**config.mk**
```make
export PLATFORM = sky130hd
export DESIGN_NAME = uri_field_splitter
export DESIGN_NICKNAME = d
export VERILOG_FILES = /design/src/hdl/ufs_pkg.sv /design/src/hdl/uri_field_splitter.sv
export SDC_FILE = /design/constraint.sdc
export NUM_CORES = 1
export LEC_CHECK = 0
export BUFFER_PORTS_ARGS = -buffer_cell sky130_fd_sc_hd__buf_2
export CORE_ASPECT_RATIO = 0.8
export CORE_MARGIN = 2
export CORE_UTILIZATION = 35
export DETAILED_ROUTE_END_ITERATION = 6
export HOLD_SLACK_MARGIN = 0.05
export PLACE_DENSITY = 0.55
export SYNTH_ARGS = -nofsm -noshare
export SYNTH_HDL_FRONTEND = slang
export SYNTH_SLANG_ARGS = --single-unit
```
**constraint.sdc**
```tcl
create_clock -name aclk -period 2.1 [get_ports aclk]
set_input_delay 0.105 -clock aclk [delete_from_list [all_inputs] [get_ports aclk]]
set_output_delay 0.105 -clock aclk [all_outputs]
set_load 0.02 [all_outputs]
```
**src/hdl/ufs_pkg.sv**
```systemverilog
// Shared codes and constants for the URI field splitter.
`default_nettype none
package ufs_pkg;

    // Parser phases.
    localparam logic [3:0] PH_SCHEME = 4'd0;
    localparam logic [3:0] PH_COLON  = 4'd1;
    localparam logic [3:0] PH_SLASH  = 4'd2;
    localparam logic [3:0] PH_PATH   = 4'd3;
    localparam logic [3:0] PH_QLIST  = 4'd4;
    localparam logic [3:0] PH_KEY    = 4'd5;
    localparam logic [3:0] PH_VALUE  = 4'd6;
    localparam logic [3:0] PH_FRAG   = 4'd7;
    localparam logic [3:0] PH_DONE   = 4'd8;

    // Byte roles.
    typedef logic [3:0] role_t;
    localparam role_t ROLE_SCHEME = 4'd0;
    localparam role_t ROLE_SDELIM = 4'd1;
    localparam role_t ROLE_PATH   = 4'd2;
    localparam role_t ROLE_QDELIM = 4'd3;
    localparam role_t ROLE_KEY    = 4'd4;
    localparam role_t ROLE_VALUE  = 4'd5;
    localparam role_t ROLE_HASH   = 4'd6;
    localparam role_t ROLE_FRAG   = 4'd7;
    localparam role_t ROLE_IGN    = 4'd8;

    // Scheme verdict codes.
    typedef logic [1:0] verdict_t;
    localparam verdict_t SRC_UNDECIDED = 2'd0;
    localparam verdict_t SRC_INPUT     = 2'd1;
    localparam verdict_t SRC_DEFAULT   = 2'd2;

    // Status codes.
    typedef logic [2:0] status_t;
    localparam status_t ST_RUNNING   = 3'd0;
    localparam status_t ST_SUCCESS   = 3'd1;
    localparam status_t ST_NO_SCHEME = 3'd2;
    localparam status_t ST_QUERY_OFF = 3'd3;
    localparam status_t ST_FRAG_OFF  = 3'd4;

    // Configuration register indexes.
    typedef logic [1:0] cfg_index_t;
    localparam cfg_index_t REG_HAS_DEFAULT = 2'd0;
    localparam cfg_index_t REG_QUERIES_EN  = 2'd1;
    localparam cfg_index_t REG_FRAGS_EN    = 2'd2;

    // Delimiter bytes.
    localparam logic [7:0] CH_COLON = 8'h3A;
    localparam logic [7:0] CH_SLASH = 8'h2F;
    localparam logic [7:0] CH_QUEST = 8'h3F;
    localparam logic [7:0] CH_HASH  = 8'h23;
    localparam logic [7:0] CH_EQUAL = 8'h3D;
    localparam logic [7:0] CH_AMP   = 8'h26;
    localparam logic [7:0] CH_NUL   = 8'h00;

    // Result tdata layout: char_out, param_index, scheme_source, status.
    localparam int TD_CHAR_LSB   = 0;
    localparam int TD_INDEX_LSB  = 8;
    localparam int TD_SOURCE_LSB = 16;
    localparam int TD_STATUS_LSB = 18;
    localparam int TD_WIDTH      = 24;

endpackage
`default_nettype wire

```
**src/hdl/uri_field_splitter.sv**
```systemverilog
// Top level of the URI field splitter: phase machine and result register.
`default_nettype none
// The block takes a URI one byte per item on the s_ side and returns one
// result item per byte on the m_ side: the byte itself, its role (scheme,
// scheme delimiter, path, query delimiter, key, value, hash, fragment or
// ignored), the index of the current query parameter as it stood before the
// byte (capped at 255), the scheme verdict and the status. The item marked by
// s_tlast closes the URI; its result carries the final status and the parser
// then returns to the scheme phase, keeping the configuration. Throughput is
// one item per clock cycle while the m_ side takes results: the phase machine
// decides each byte combinationally and writes the result register, and
// s_tready is high whenever that register is empty or is being taken in the
// same cycle. Configuration writes are taken at any time (cfg_ready is always
// high) but should be made only while no URI is in flight. The parameter
// INDEX_BITS sets the width of the internal query parameter counter, which
// saturates at its all-ones value.
module uri_field_splitter #(
    parameter int INDEX_BITS = 8
) (
    input  wire logic                 aclk,
    input  wire logic                 aresetn,
    // Input items.
    input  wire logic                 s_tvalid,
    output logic                      s_tready,
    input  wire logic [7:0]           s_tdata,   // [7:0] char_in
    input  wire logic                 s_tlast,   // last_char
    // Result items.
    output logic                      m_tvalid,
    input  wire logic                 m_tready,
    output logic [23:0]               m_tdata,   // [7:0] char_out, [15:8] param_index,
                                                 // [17:16] scheme_source, [20:18] status,
                                                 // [23:21] zero
    output ufs_pkg::role_t            m_tuser,   // [3:0] role
    output logic                      m_tlast,   // last_out
    // Configuration writes.
    input  wire logic                 cfg_valid,
    output logic                      cfg_ready,
    input  wire ufs_pkg::cfg_index_t  cfg_index,
    input  wire logic                 cfg_data
);
    import ufs_pkg::*;

    // Configuration registers.
    logic has_default_reg;
    logic queries_en_reg;
    logic frags_en_reg;

    // Parser state.
    logic [3:0]            phase_reg,    phase_next;
    logic                  nonempty_reg, nonempty_next;
    logic [INDEX_BITS-1:0] count_reg,    count_next;
    verdict_t              verdict_reg,  verdict_next;
    status_t               status_reg,   status_next;

    // Result register.
    logic                  out_valid_reg;
    logic [7:0]            out_char_reg;
    role_t                 out_role_reg;
    logic [7:0]            out_index_reg;
    verdict_t              out_source_reg;
    status_t               out_status_reg;
    logic                  out_last_reg;

    // Per-byte decision.
    logic [7:0]            c;
    logic                  accept;
    role_t                 role;
    logic [3:0]            ph;
    logic                  ne;
    verdict_t              ver;
    status_t               st;
    logic                  do_path, do_key, do_hash, do_ok, bump;
    logic [16:0]           count_wide;
    logic [7:0]            index_cap;

    assign cfg_ready = 1'b1;
    assign s_tready  = !out_valid_reg || m_tready;
    assign accept    = s_tvalid && s_tready;
    assign c         = s_tdata;

    // The parameter index reported is the counter before this byte, capped at 255.
    assign count_wide = 17'(count_reg);
    assign index_cap  = (count_wide > 17'd255) ? 8'hFF : count_wide[7:0];

    always_comb begin
        ph      = phase_reg;
        ne      = nonempty_reg;
        ver     = verdict_reg;
        st      = status_reg;
        role    = ROLE_IGN;
        do_path = 1'b0;
        do_key  = 1'b0;
        do_hash = 1'b0;
        do_ok   = 1'b0;
        bump    = 1'b0;

        unique case (phase_reg)
            PH_SCHEME: begin
                if (c == CH_COLON) begin
                    role = ROLE_SDELIM;
                    ph   = PH_COLON;
                end else begin
                    role = ROLE_SCHEME;
                    ne   = 1'b1;
                end
            end
            PH_COLON: begin
                if (c == CH_SLASH) begin
                    role = ROLE_SDELIM;
                    ph   = PH_SLASH;
                end else if (nonempty_reg) begin
                    ver     = SRC_INPUT;
                    do_path = 1'b1;
                end else if (has_default_reg) begin
                    ver     = SRC_DEFAULT;
                    do_path = 1'b1;
                end else begin
                    st = ST_NO_SCHEME;
                    ph = PH_DONE;
                end
            end
            PH_SLASH: begin
                if (c == CH_SLASH) begin
                    // The double slash is whole; the role stays a delimiter
                    // even when the scheme then fails.
                    role = ROLE_SDELIM;
                    if (nonempty_reg) begin
                        ver = SRC_INPUT;
                        ph  = PH_PATH;
                    end else if (has_default_reg) begin
                        ver = SRC_DEFAULT;
                        ph  = PH_PATH;
                    end else begin
                        st = ST_NO_SCHEME;
                        ph = PH_DONE;
                    end
                end else if (has_default_reg) begin
                    // A broken delimiter: the default scheme takes over and
                    // this byte starts the path.
                    ver     = SRC_DEFAULT;
                    do_path = 1'b1;
                end else begin
                    st = ST_NO_SCHEME;
                    ph = PH_DONE;
                end
            end
            PH_PATH: begin
                do_path = 1'b1;
            end
            PH_QLIST: begin
                if (c == CH_HASH) begin
                    do_hash = 1'b1;
                end else if (c == CH_NUL) begin
                    do_ok = 1'b1;
                end else begin
                    do_key = 1'b1;
                end
            end
            PH_KEY: begin
                do_key = 1'b1;
            end
            PH_VALUE: begin
                if (c == CH_AMP) begin
                    bump = 1'b1;
                    ph   = PH_QLIST;
                    role = ROLE_QDELIM;
                end else if (c == CH_HASH) begin
                    bump    = 1'b1;
                    do_hash = 1'b1;
                end else if (c == CH_NUL) begin
                    bump  = 1'b1;
                    do_ok = 1'b1;
                end else begin
                    role = ROLE_VALUE;
                end
            end
            PH_FRAG: begin
                if (c == CH_NUL) begin
                    do_ok = 1'b1;
                end else begin
                    role = ROLE_FRAG;
                end
            end
            default: begin
                ph = PH_DONE;
            end
        endcase

        // Path text, or the delimiter that ends the path.
        if (do_path) begin
            if (c == CH_QUEST) begin
                if (!queries_en_reg) begin
                    st   = ST_QUERY_OFF;
                    ph   = PH_DONE;
                    role = ROLE_IGN;
                end else begin
                    ph   = PH_QLIST;
                    role = ROLE_QDELIM;
                end
            end else if (c == CH_HASH) begin
                do_hash = 1'b1;
            end else begin
                ph   = PH_PATH;
                role = ROLE_PATH;
            end
        end

        // Key text, or the delimiter that ends the key.
        if (do_key) begin
            if (c == CH_EQUAL) begin
                ph   = PH_VALUE;
                role = ROLE_QDELIM;
            end else if (c == CH_AMP) begin
                bump = 1'b1;
                ph   = PH_QLIST;
                role = ROLE_QDELIM;
            end else if (c == CH_HASH) begin
                bump    = 1'b1;
                do_hash = 1'b1;
            end else if (c == CH_NUL) begin
                bump  = 1'b1;
                do_ok = 1'b1;
            end else begin
                ph   = PH_KEY;
                role = ROLE_KEY;
            end
        end

        // A hash opens the fragment, or fails when fragments are off.
        if (do_hash) begin
            if (!frags_en_reg) begin
                st   = ST_FRAG_OFF;
                ph   = PH_DONE;
                role = ROLE_IGN;
            end else begin
                ph   = PH_FRAG;
                role = ROLE_HASH;
            end
        end

        // A NUL in the query or fragment ends the URI with success.
        if (do_ok) begin
            st   = ST_SUCCESS;
            ph   = PH_DONE;
            role = ROLE_IGN;
        end

        // End of stream after the last byte.
        if (s_tlast) begin
            unique case (ph)
                PH_SCHEME, PH_SLASH: begin
                    if (has_default_reg) begin
                        ver = SRC_DEFAULT;
                        st  = ST_SUCCESS;
                    end else begin
                        st = ST_NO_SCHEME;
                    end
                    ph = PH_DONE;
                end
                PH_COLON: begin
                    if (ne) begin
                        ver = SRC_INPUT;
                        st  = ST_SUCCESS;
                    end else if (has_default_reg) begin
                        ver = SRC_DEFAULT;
                        st  = ST_SUCCESS;
                    end else begin
                        st = ST_NO_SCHEME;
                    end
                    ph = PH_DONE;
                end
                PH_PATH, PH_QLIST, PH_FRAG: begin
                    st = ST_SUCCESS;
                    ph = PH_DONE;
                end
                PH_KEY, PH_VALUE: begin
                    // An open parameter is closed and counted.
                    bump = 1'b1;
                    st   = ST_SUCCESS;
                    ph   = PH_DONE;
                end
                default: begin
                    ph = PH_DONE;
                end
            endcase
        end

        phase_next    = ph;
        nonempty_next = ne;
        verdict_next  = ver;
        status_next   = st;
        if (bump && (count_reg != {INDEX_BITS{1'b1}})) begin
            count_next = count_reg + INDEX_BITS'(1);
        end else begin
            count_next = count_reg;
        end
    end

    // Configuration registers.
    always_ff @(posedge aclk) begin
        if (!aresetn) begin
            has_default_reg <= 1'b0;
            queries_en_reg  <= 1'b1;
            frags_en_reg    <= 1'b1;
        end else if (cfg_valid && cfg_ready) begin
            unique case (cfg_index)
                REG_HAS_DEFAULT: has_default_reg <= cfg_data;
                REG_QUERIES_EN:  queries_en_reg  <= cfg_data;
                REG_FRAGS_EN:    frags_en_reg    <= cfg_data;
                default: begin
                end
            endcase
        end
    end

    // Parser state; the last byte sends it back to the start.
    always_ff @(posedge aclk) begin
        if (!aresetn) begin
            phase_reg    <= PH_SCHEME;
            nonempty_reg <= 1'b0;
            count_reg    <= '0;
            verdict_reg  <= SRC_UNDECIDED;
            status_reg   <= ST_RUNNING;
        end else if (accept) begin
            if (s_tlast) begin
                phase_reg    <= PH_SCHEME;
                nonempty_reg <= 1'b0;
                count_reg    <= '0;
                verdict_reg  <= SRC_UNDECIDED;
                status_reg   <= ST_RUNNING;
            end else begin
                phase_reg    <= phase_next;
                nonempty_reg <= nonempty_next;
                count_reg    <= count_next;
                verdict_reg  <= verdict_next;
                status_reg   <= status_next;
            end
        end
    end

    // Result register: valid bit under reset, payload loaded on accept.
    always_ff @(posedge aclk) begin
        if (!aresetn) begin
            out_valid_reg <= 1'b0;
        end else if (accept) begin
            out_valid_reg <= 1'b1;
        end else if (m_tready) begin
            out_valid_reg <= 1'b0;
        end
    end

    always_ff @(posedge aclk) begin
        if (accept) begin
            out_char_reg   <= c;
            out_role_reg   <= role;
            out_index_reg  <= index_cap;
            out_source_reg <= verdict_next;
            out_status_reg <= status_next;
            out_last_reg   <= s_tlast;
        end
    end

    assign m_tvalid = out_valid_reg;
    assign m_tdata  = {3'b000, out_status_reg, out_source_reg, out_index_reg, out_char_reg};
    assign m_tuser  = out_role_reg;
    assign m_tlast  = out_last_reg;

endmodule
`default_nettype wire

```
# [Word level (Yosys, flattened, before mapping)]
# Index checks and enable logic that the tools add are counted.
[word_totals] inputBits=17 rom_bits=0 out_inout_bits=32 reg_bits=48 wordCells=169 memories=0 latchBits=0 ram_bits=0
[classes] bitwise_logic=0 eq_ne=23 div=0 muxes=110 n_mul=0 n_reduce_logical=19 add_sub_neg=1 shift=0 order_cmp=1
[ops] op="$mux 4" count=37
[ops] op="$eq 8x6->1 const B" count=6
[ops] op="$mux 1" count=39
[ops] op="$mux 3" count=13
[ops] op="$eq 4x3->1 const B" count=8
[ops] op="$pmux 4 s5" count=1
[ops] op="$mux 2" count=9
[ops] op="$eq 4x2->1 const B" count=4
[ops] op="$mux 8" count=2
[ops] op="$pmux 4 s4" count=1
[ops] op="$pmux 3 s3" count=1
[ops] op="$add 8x1->8 const B" count=1
[ops] op="$eq 4x1->1 const B" count=2
[ops] op="$gt 8x8->1 const B" count=1
[ops] op="$logic_not 4->1" count=2
[ops] op="$logic_not 8->1" count=1
[ops] op="$ne 8x8->1 const B" count=1
[ops] op="$pmux 2 s2" count=2
[ops] op="$reduce_and 2->1" count=4
[ops] op="$pmux 1 s3" count=2
[ops] op="$pmux 3 s2" count=1
[ops] op="$reduce_or 2->1" count=3
[ops] op="$reduce_or 5->1" count=1
[ops] op="$pmux 1 s2" count=2
[ops] op="other kinds (8)" count=10

# [Logic depth before layout (Yosys ltp)]
[depth] word_depth=21 depth_mapped=9 depth_no_buf=8

# [Worst setup path before layout]
# No wires, ideal clock.
[synth_path] path_type="reg2reg" startpoint="register out_valid_reg, in the netlist m_tvalid" endpoint="register count_reg[2]" required_time_ns=1.976 path_buffers=0 arrival_time_ns=2.263 slack_ns=-0.287 stages_incl_launch_ff=9 synth_period_minus_slack_ns=2.387 setup_ns=0.124 path_cell_list="dfxtp_1 -> nand2b_1 -> nand2_1 -> clkinv_1 -> nand2_1 -> o41a_1 -> and2b_2 -> xnor2_1 -> nor2_1"
[synth_between] elab_chain_len=4
[synth_rtl] element="start, declared" line="uri_field_splitter.sv:56" text="logic out_valid_reg;"
[synth_rtl] element="start signal, assigned" line="uri_field_splitter.sv:344" text="out_valid_reg <= 1'b0;"
[synth_rtl] element="start signal, assigned" line="uri_field_splitter.sv:346" text="out_valid_reg <= 1'b1;"
[synth_rtl] element="start signal, assigned" line="uri_field_splitter.sv:348" text="out_valid_reg <= 1'b0;"
[synth_rtl] element="$logic_not 1->1" line="uri_field_splitter.sv:77" text="assign s_tready = !out_valid_reg || m_tready;"
[synth_rtl] element="$logic_or 1x1->1" line="uri_field_splitter.sv:77"
[synth_rtl] element="net s_tready" line="uri_field_splitter.sv:24" text="output logic s_tready,"
[synth_rtl] element="$logic_and 1x1->1" line="uri_field_splitter.sv:78" text="assign accept = s_tvalid && s_tready;"
[synth_rtl] element="net accept" line="uri_field_splitter.sv:66" text="logic accept;"
[synth_rtl] element="$reduce_and 2->1 (no source line)"
[synth_rtl] element="end signal, assigned" line="uri_field_splitter.sv:334" text="count_reg <= count_next;"
[synth_rtl] element="end, declared" line="uri_field_splitter.sv:51" text="logic [INDEX_BITS-1:0] count_reg, count_next;"
# The timed path passes the listed nets, and every way through them passes these cells.
# A chain may end at the register's enable or synchronous reset.

# [Worst setup path after layout]
[layout_path] startpoint="register phase_reg[0]" endpoint="register count_reg[4]"
[layout_between] elab_chain_len=21 elab_cells_between_ends=56 cone_classes="9 x eq/ne; 41 x mux; 6 x reduce/logical"
[layout_rtl] element="start, declared" line="uri_field_splitter.sv:49" text="logic [3:0] phase_reg, phase_next;"
[layout_rtl] element="start signal, assigned" line="uri_field_splitter.sv:332" text="phase_reg <= phase_next;"
[layout_rtl] element="$mux 4" line="uri_field_splitter.sv:114, uri_field_splitter.sv:137"
[layout_rtl] element="$mux 4" line="uri_field_splitter.sv:111" text="end else if (nonempty_reg) begin"
[layout_rtl] element="$mux 4" line="uri_field_splitter.sv:108" text="if (c == CH_SLASH) begin"
[layout_rtl] element="$pmux 4 s5" line="uri_field_splitter.sv:97" text="unique case (phase_reg)"
[layout_rtl] element="$mux 4" line="uri_field_splitter.sv:200" text="end else if (c == CH_HASH) begin"
[layout_rtl] element="$mux 4" line="uri_field_splitter.sv:191" text="if (c == CH_QUEST) begin"
[layout_rtl] element="$mux 4" line="uri_field_splitter.sv:190" text="if (do_path) begin"
[layout_rtl] element="$mux 4" line="uri_field_splitter.sv:220" text="end else if (c == CH_NUL) begin"
[layout_rtl] element="[... 5 more ...]"
[layout_rtl] element="$mux 4" line="uri_field_splitter.sv:242" text="if (do_ok) begin"
[layout_rtl] element="$eq 4x3->1" line="uri_field_splitter.sv:250" text="unique case (ph)"
[layout_rtl] element="$reduce_or 2->1"
[layout_rtl] element="$mux 1" line="uri_field_splitter.sv:250"
[layout_rtl] element="$mux 1 (*)" line="uri_field_splitter.sv:249" text="if (s_tlast) begin"
[layout_rtl] element="$logic_and 1x1->1 (*)" line="uri_field_splitter.sv:292" text="if (bump && (count_reg != {INDEX_BITS{1'b1}})) begin"
[layout_rtl] element="$reduce_bool 2->1 (no source line) (*)"
[layout_rtl] element="$reduce_and 2->1 (no source line) (*)"
# Mark *: on every way between the ends. The rest lies on a longest branch, timed or not.

==> key figures <==
Run status
  • Outcome: completed

Clock network
  • Clock sink total: 48
  • CTS Buf Count: 5
  • Max Root-Sink Buffers: 2
  • Clock root cell: clkbuf_8
  • Clk Latency, worst-skew pair: 0.31 ns
  • Htree depth: 2
  • CTS tree: built
  • Clock-pin slew on the worst setup and hold paths: 0.09 ns

Routing
  • DRC errors left: 0
  • Final ANT Viol Nets: 0
  • Overall routed net length: 7480 um
  • DR iter-0 viols: 183
  • Drt pass-1 iters: 5
  • Wire length per cell: 15.3 um
  • Vias/cell: 5.43
  • Routed vias: 2,661

Synth
  • Post-synth top area cell: edfxtp_1
  • Top area cells in the synthesized netlist: edfxtp_1 (29%), dfxtp_1 (16%), o21ai_0 (3.7%), a21oi_1 (3.5%), nor2_1 (3.2%)
  • Ys Warns: 0
  • Flops & latches, synth: 48
  • Post-Syn Area per Cell: 9.21 sq um
  • Yosys top cell area share: 0.288
  • Synth top cells by count: edfxtp_1 (26), nor2_1 (23), dfxtp_1 (22), nand2_1 (21), o21ai_0 (20)
  • Synth async-reset ratio: 0
  • Synth Instances: 294
  • Syn Std Cell Area: 2710 sq um
  • Sequential-to-total area share from yosys stat: 0.451
  • Synth unique cells: 67
  • Cell with the most instances after synthesis: edfxtp_1
  • Post-synth EDFFs: 26
  • Prevailing post-synth register cell: edfxtp_1

Power and ir drop
  • VDD IR max: 0.258 mV
  • Leak pwr: 1.43 nW
  • Post-layout power: 1.91 mW
  • Cell Pwr Density: 532 nW/um^2
  • Flop pwr share: 0.540
  • Switch share: 0.260
  • Clock power frac: 0.340
  • Psw: 0.497 mW
  • Logic gate share of total power: 0.120
  • Pint: 1.41 mW

Timing
  • Pins Over Slew Limit: 0
  • Period utilization: 0.972
  • Setup violations, final: 0
  • Sum Neg Setup Slack: 0 ns
  • Layout Skew: 0.00972 ns
  • Hold Violations, Final: 0
  • Minimum clock period: 2.04 ns
  • Setup ws final: 0.0585 ns
  • Max Freq: 0.490 GHz

Global route
  • First-pass GRT wire length: 11,600 um
  • Initial antenna violation count: 0
  • Vias in the first global route: 2,278
  • Global Route Usage Sum: 0.179
  • Global route overflow: 0
  • Largest net degree at the start of global routing: 34

Placed design
  • Pre-CTS WS: -0.0650 ns
  • RePlAce Congestion: 0.919
  • Placed Instances: 478
  • HPWL after detailed placement: 5580 um
  • IO buf count: 44

Layout
  • Share of post-route cells with drive strength above 1: 0.361
  • Fill count: 725
  • N_diodes: 0
  • P&R area growth vs syn: 32.6%
  • Non-Filler Instances: 490
  • Layout Nets: 402

Worst setup path
  • Crit path max fanout: 5
  • Worst path required time: 2.33 ns
  • Startpoint types: register
  • CP Class: reg2reg
  • Crit path DAT: 2.27 ns
  • CP Capture Type: register

Floorplan
  • Ports: 49
  • Die Span X: 102 um
  • Die height: 82.7 um
  • Die ar.: 8460 sq um
  • Row cnt: 28
  • CORE AREA: 7460 sq um
  • Initial cell density of the core: 0.363

Run
  • Max Cap Violations: 0

Hold path
  • Hold Crit Class: in2reg
-- cell type report --
class / count / area, sq um / share of cell area
clock buffers: 6 / 93.8 / 0.0262
repair buffers: 98 / 628 / 0.175
flip-flops and latches: 48 / 1220 / 0.341
well taps: 105 / 131 / 0.0366
clock inverters: 2 / 16.3 / 0.00453
multi-input cells: 221 / 1460 / 0.406
inverters: 10 / 38.8 / 0.0108
-- metal layers --
| layer | vias to the layer above | wire length, um | global-route usage |
|---|---|---|---|
| met3 | 6 | 401 | 0.0328 |
| met1 | 1271 | 3770 | 0.272 |
| met4 | 0 | 61 | 0.0440 |
| met2 | 92 | 3250 | 0.261 |
| li1 | 1292 | - | - |
| met5 | - | 0 | 0 |
-- cell families (layout without fill, tap and decap cells) --
kind of cell / count (synthesis) / after routing / share of synthesized area
XOR/XNOR: 2 / 2 / 0.00647
adder cells (fa/ha/maj): 1 / 1 / 0.00462
AND/OR/NAND/NOR: 124 / 124 / 0.265
flip-flops: 48 / 48 / 0.451
multiplexers: 2 / 2 / 0.00740
buffers and inverters: 28 / 116 / 0.0481
other: 2 / 4 / 0.00277
AO/OA/AOI/OAI: 87 / 88 / 0.215
-- power groups by stage --
stage,sequential (mW),clock [mW],combinational [mW]
4_1_cts,1.03,0.669,0.225
6_report,1.03,0.650,0.230
2_1_floorplan,1.09,0,0.0896
5_1_grt,1.04,0.699,0.250
3_3_place_gp,1.05,0,0.222
3_5_place_dp,1.05,0,0.224
-- placed cells by master, fill, tap and decap left out, types with 4 or more instances in the layout --
cell type,count
conb_1,4
nor2_1,20
nand2b_1,4
nand3_1,13
a31oi_1,5
edfxtp_1,26
a22oi_1,4
nand4_1,8
or3_1,5
nor3_1,6
buf_4,53
o211a_1,4
o21ai_0,20
clkbuf_8,5
dfxtp_1,19
buf_2,44
a211oi_1,4
inv_1,8
nand2_1,21
nor2b_1,6
a21oi_1,18
and3_1,5
-- worst max-delay path, cell delays in order, from the launching register on --
cell      delay, ns
dfxtp_2        0.35
buf_4          0.14
nand2b_2       0.22
nor2_4         0.13
a31oi_2        0.07
o41a_1         0.52
or3_1          0.38
a21oi_1        0.15
-- final timing paths --
kind	cells after the start	to	startpoint	slack (ns)
worst max-delay path	7	count_reg[4]	phase_reg[0]	0.06
worst min-delay path	1	out_char_reg[6]	s_tdata[6]	0.06
worst max register to register	7	count_reg[4]	phase_reg[0]	0.06
worst min register to register	2	verdict_reg[1]	verdict_reg[1]	0.46
-- timing repair --
item / 4_1_cts / 5_1_grt
gates cloned: 0 / 1
hold buffers: 1 / 0
endpoints found under the setup margin: 9 / 15
gates resized for setup: 2 / 20
hold endpoints to repair: 1 / 0
buffers inserted: 0 / 2
pin swaps: 1 / 8
-- per-stage QoR --
| stage | hold slack (ns) | area (sq um) | utilization |
|---|---|---|---|
| global route | 0.0537 | 3590 | 0.481 |
| CTS | 0.0538 | 3490 | 0.467 |
| floorplan | 0.204 | 2720 | - |
| global placement | 0.352 | 3360 | 0.450 |
| finish | 0.0578 | 3590 | 0.481 |
| detailed placement | 0.361 | 3360 | 0.450 |
Power figures use the tool's default switching activity.
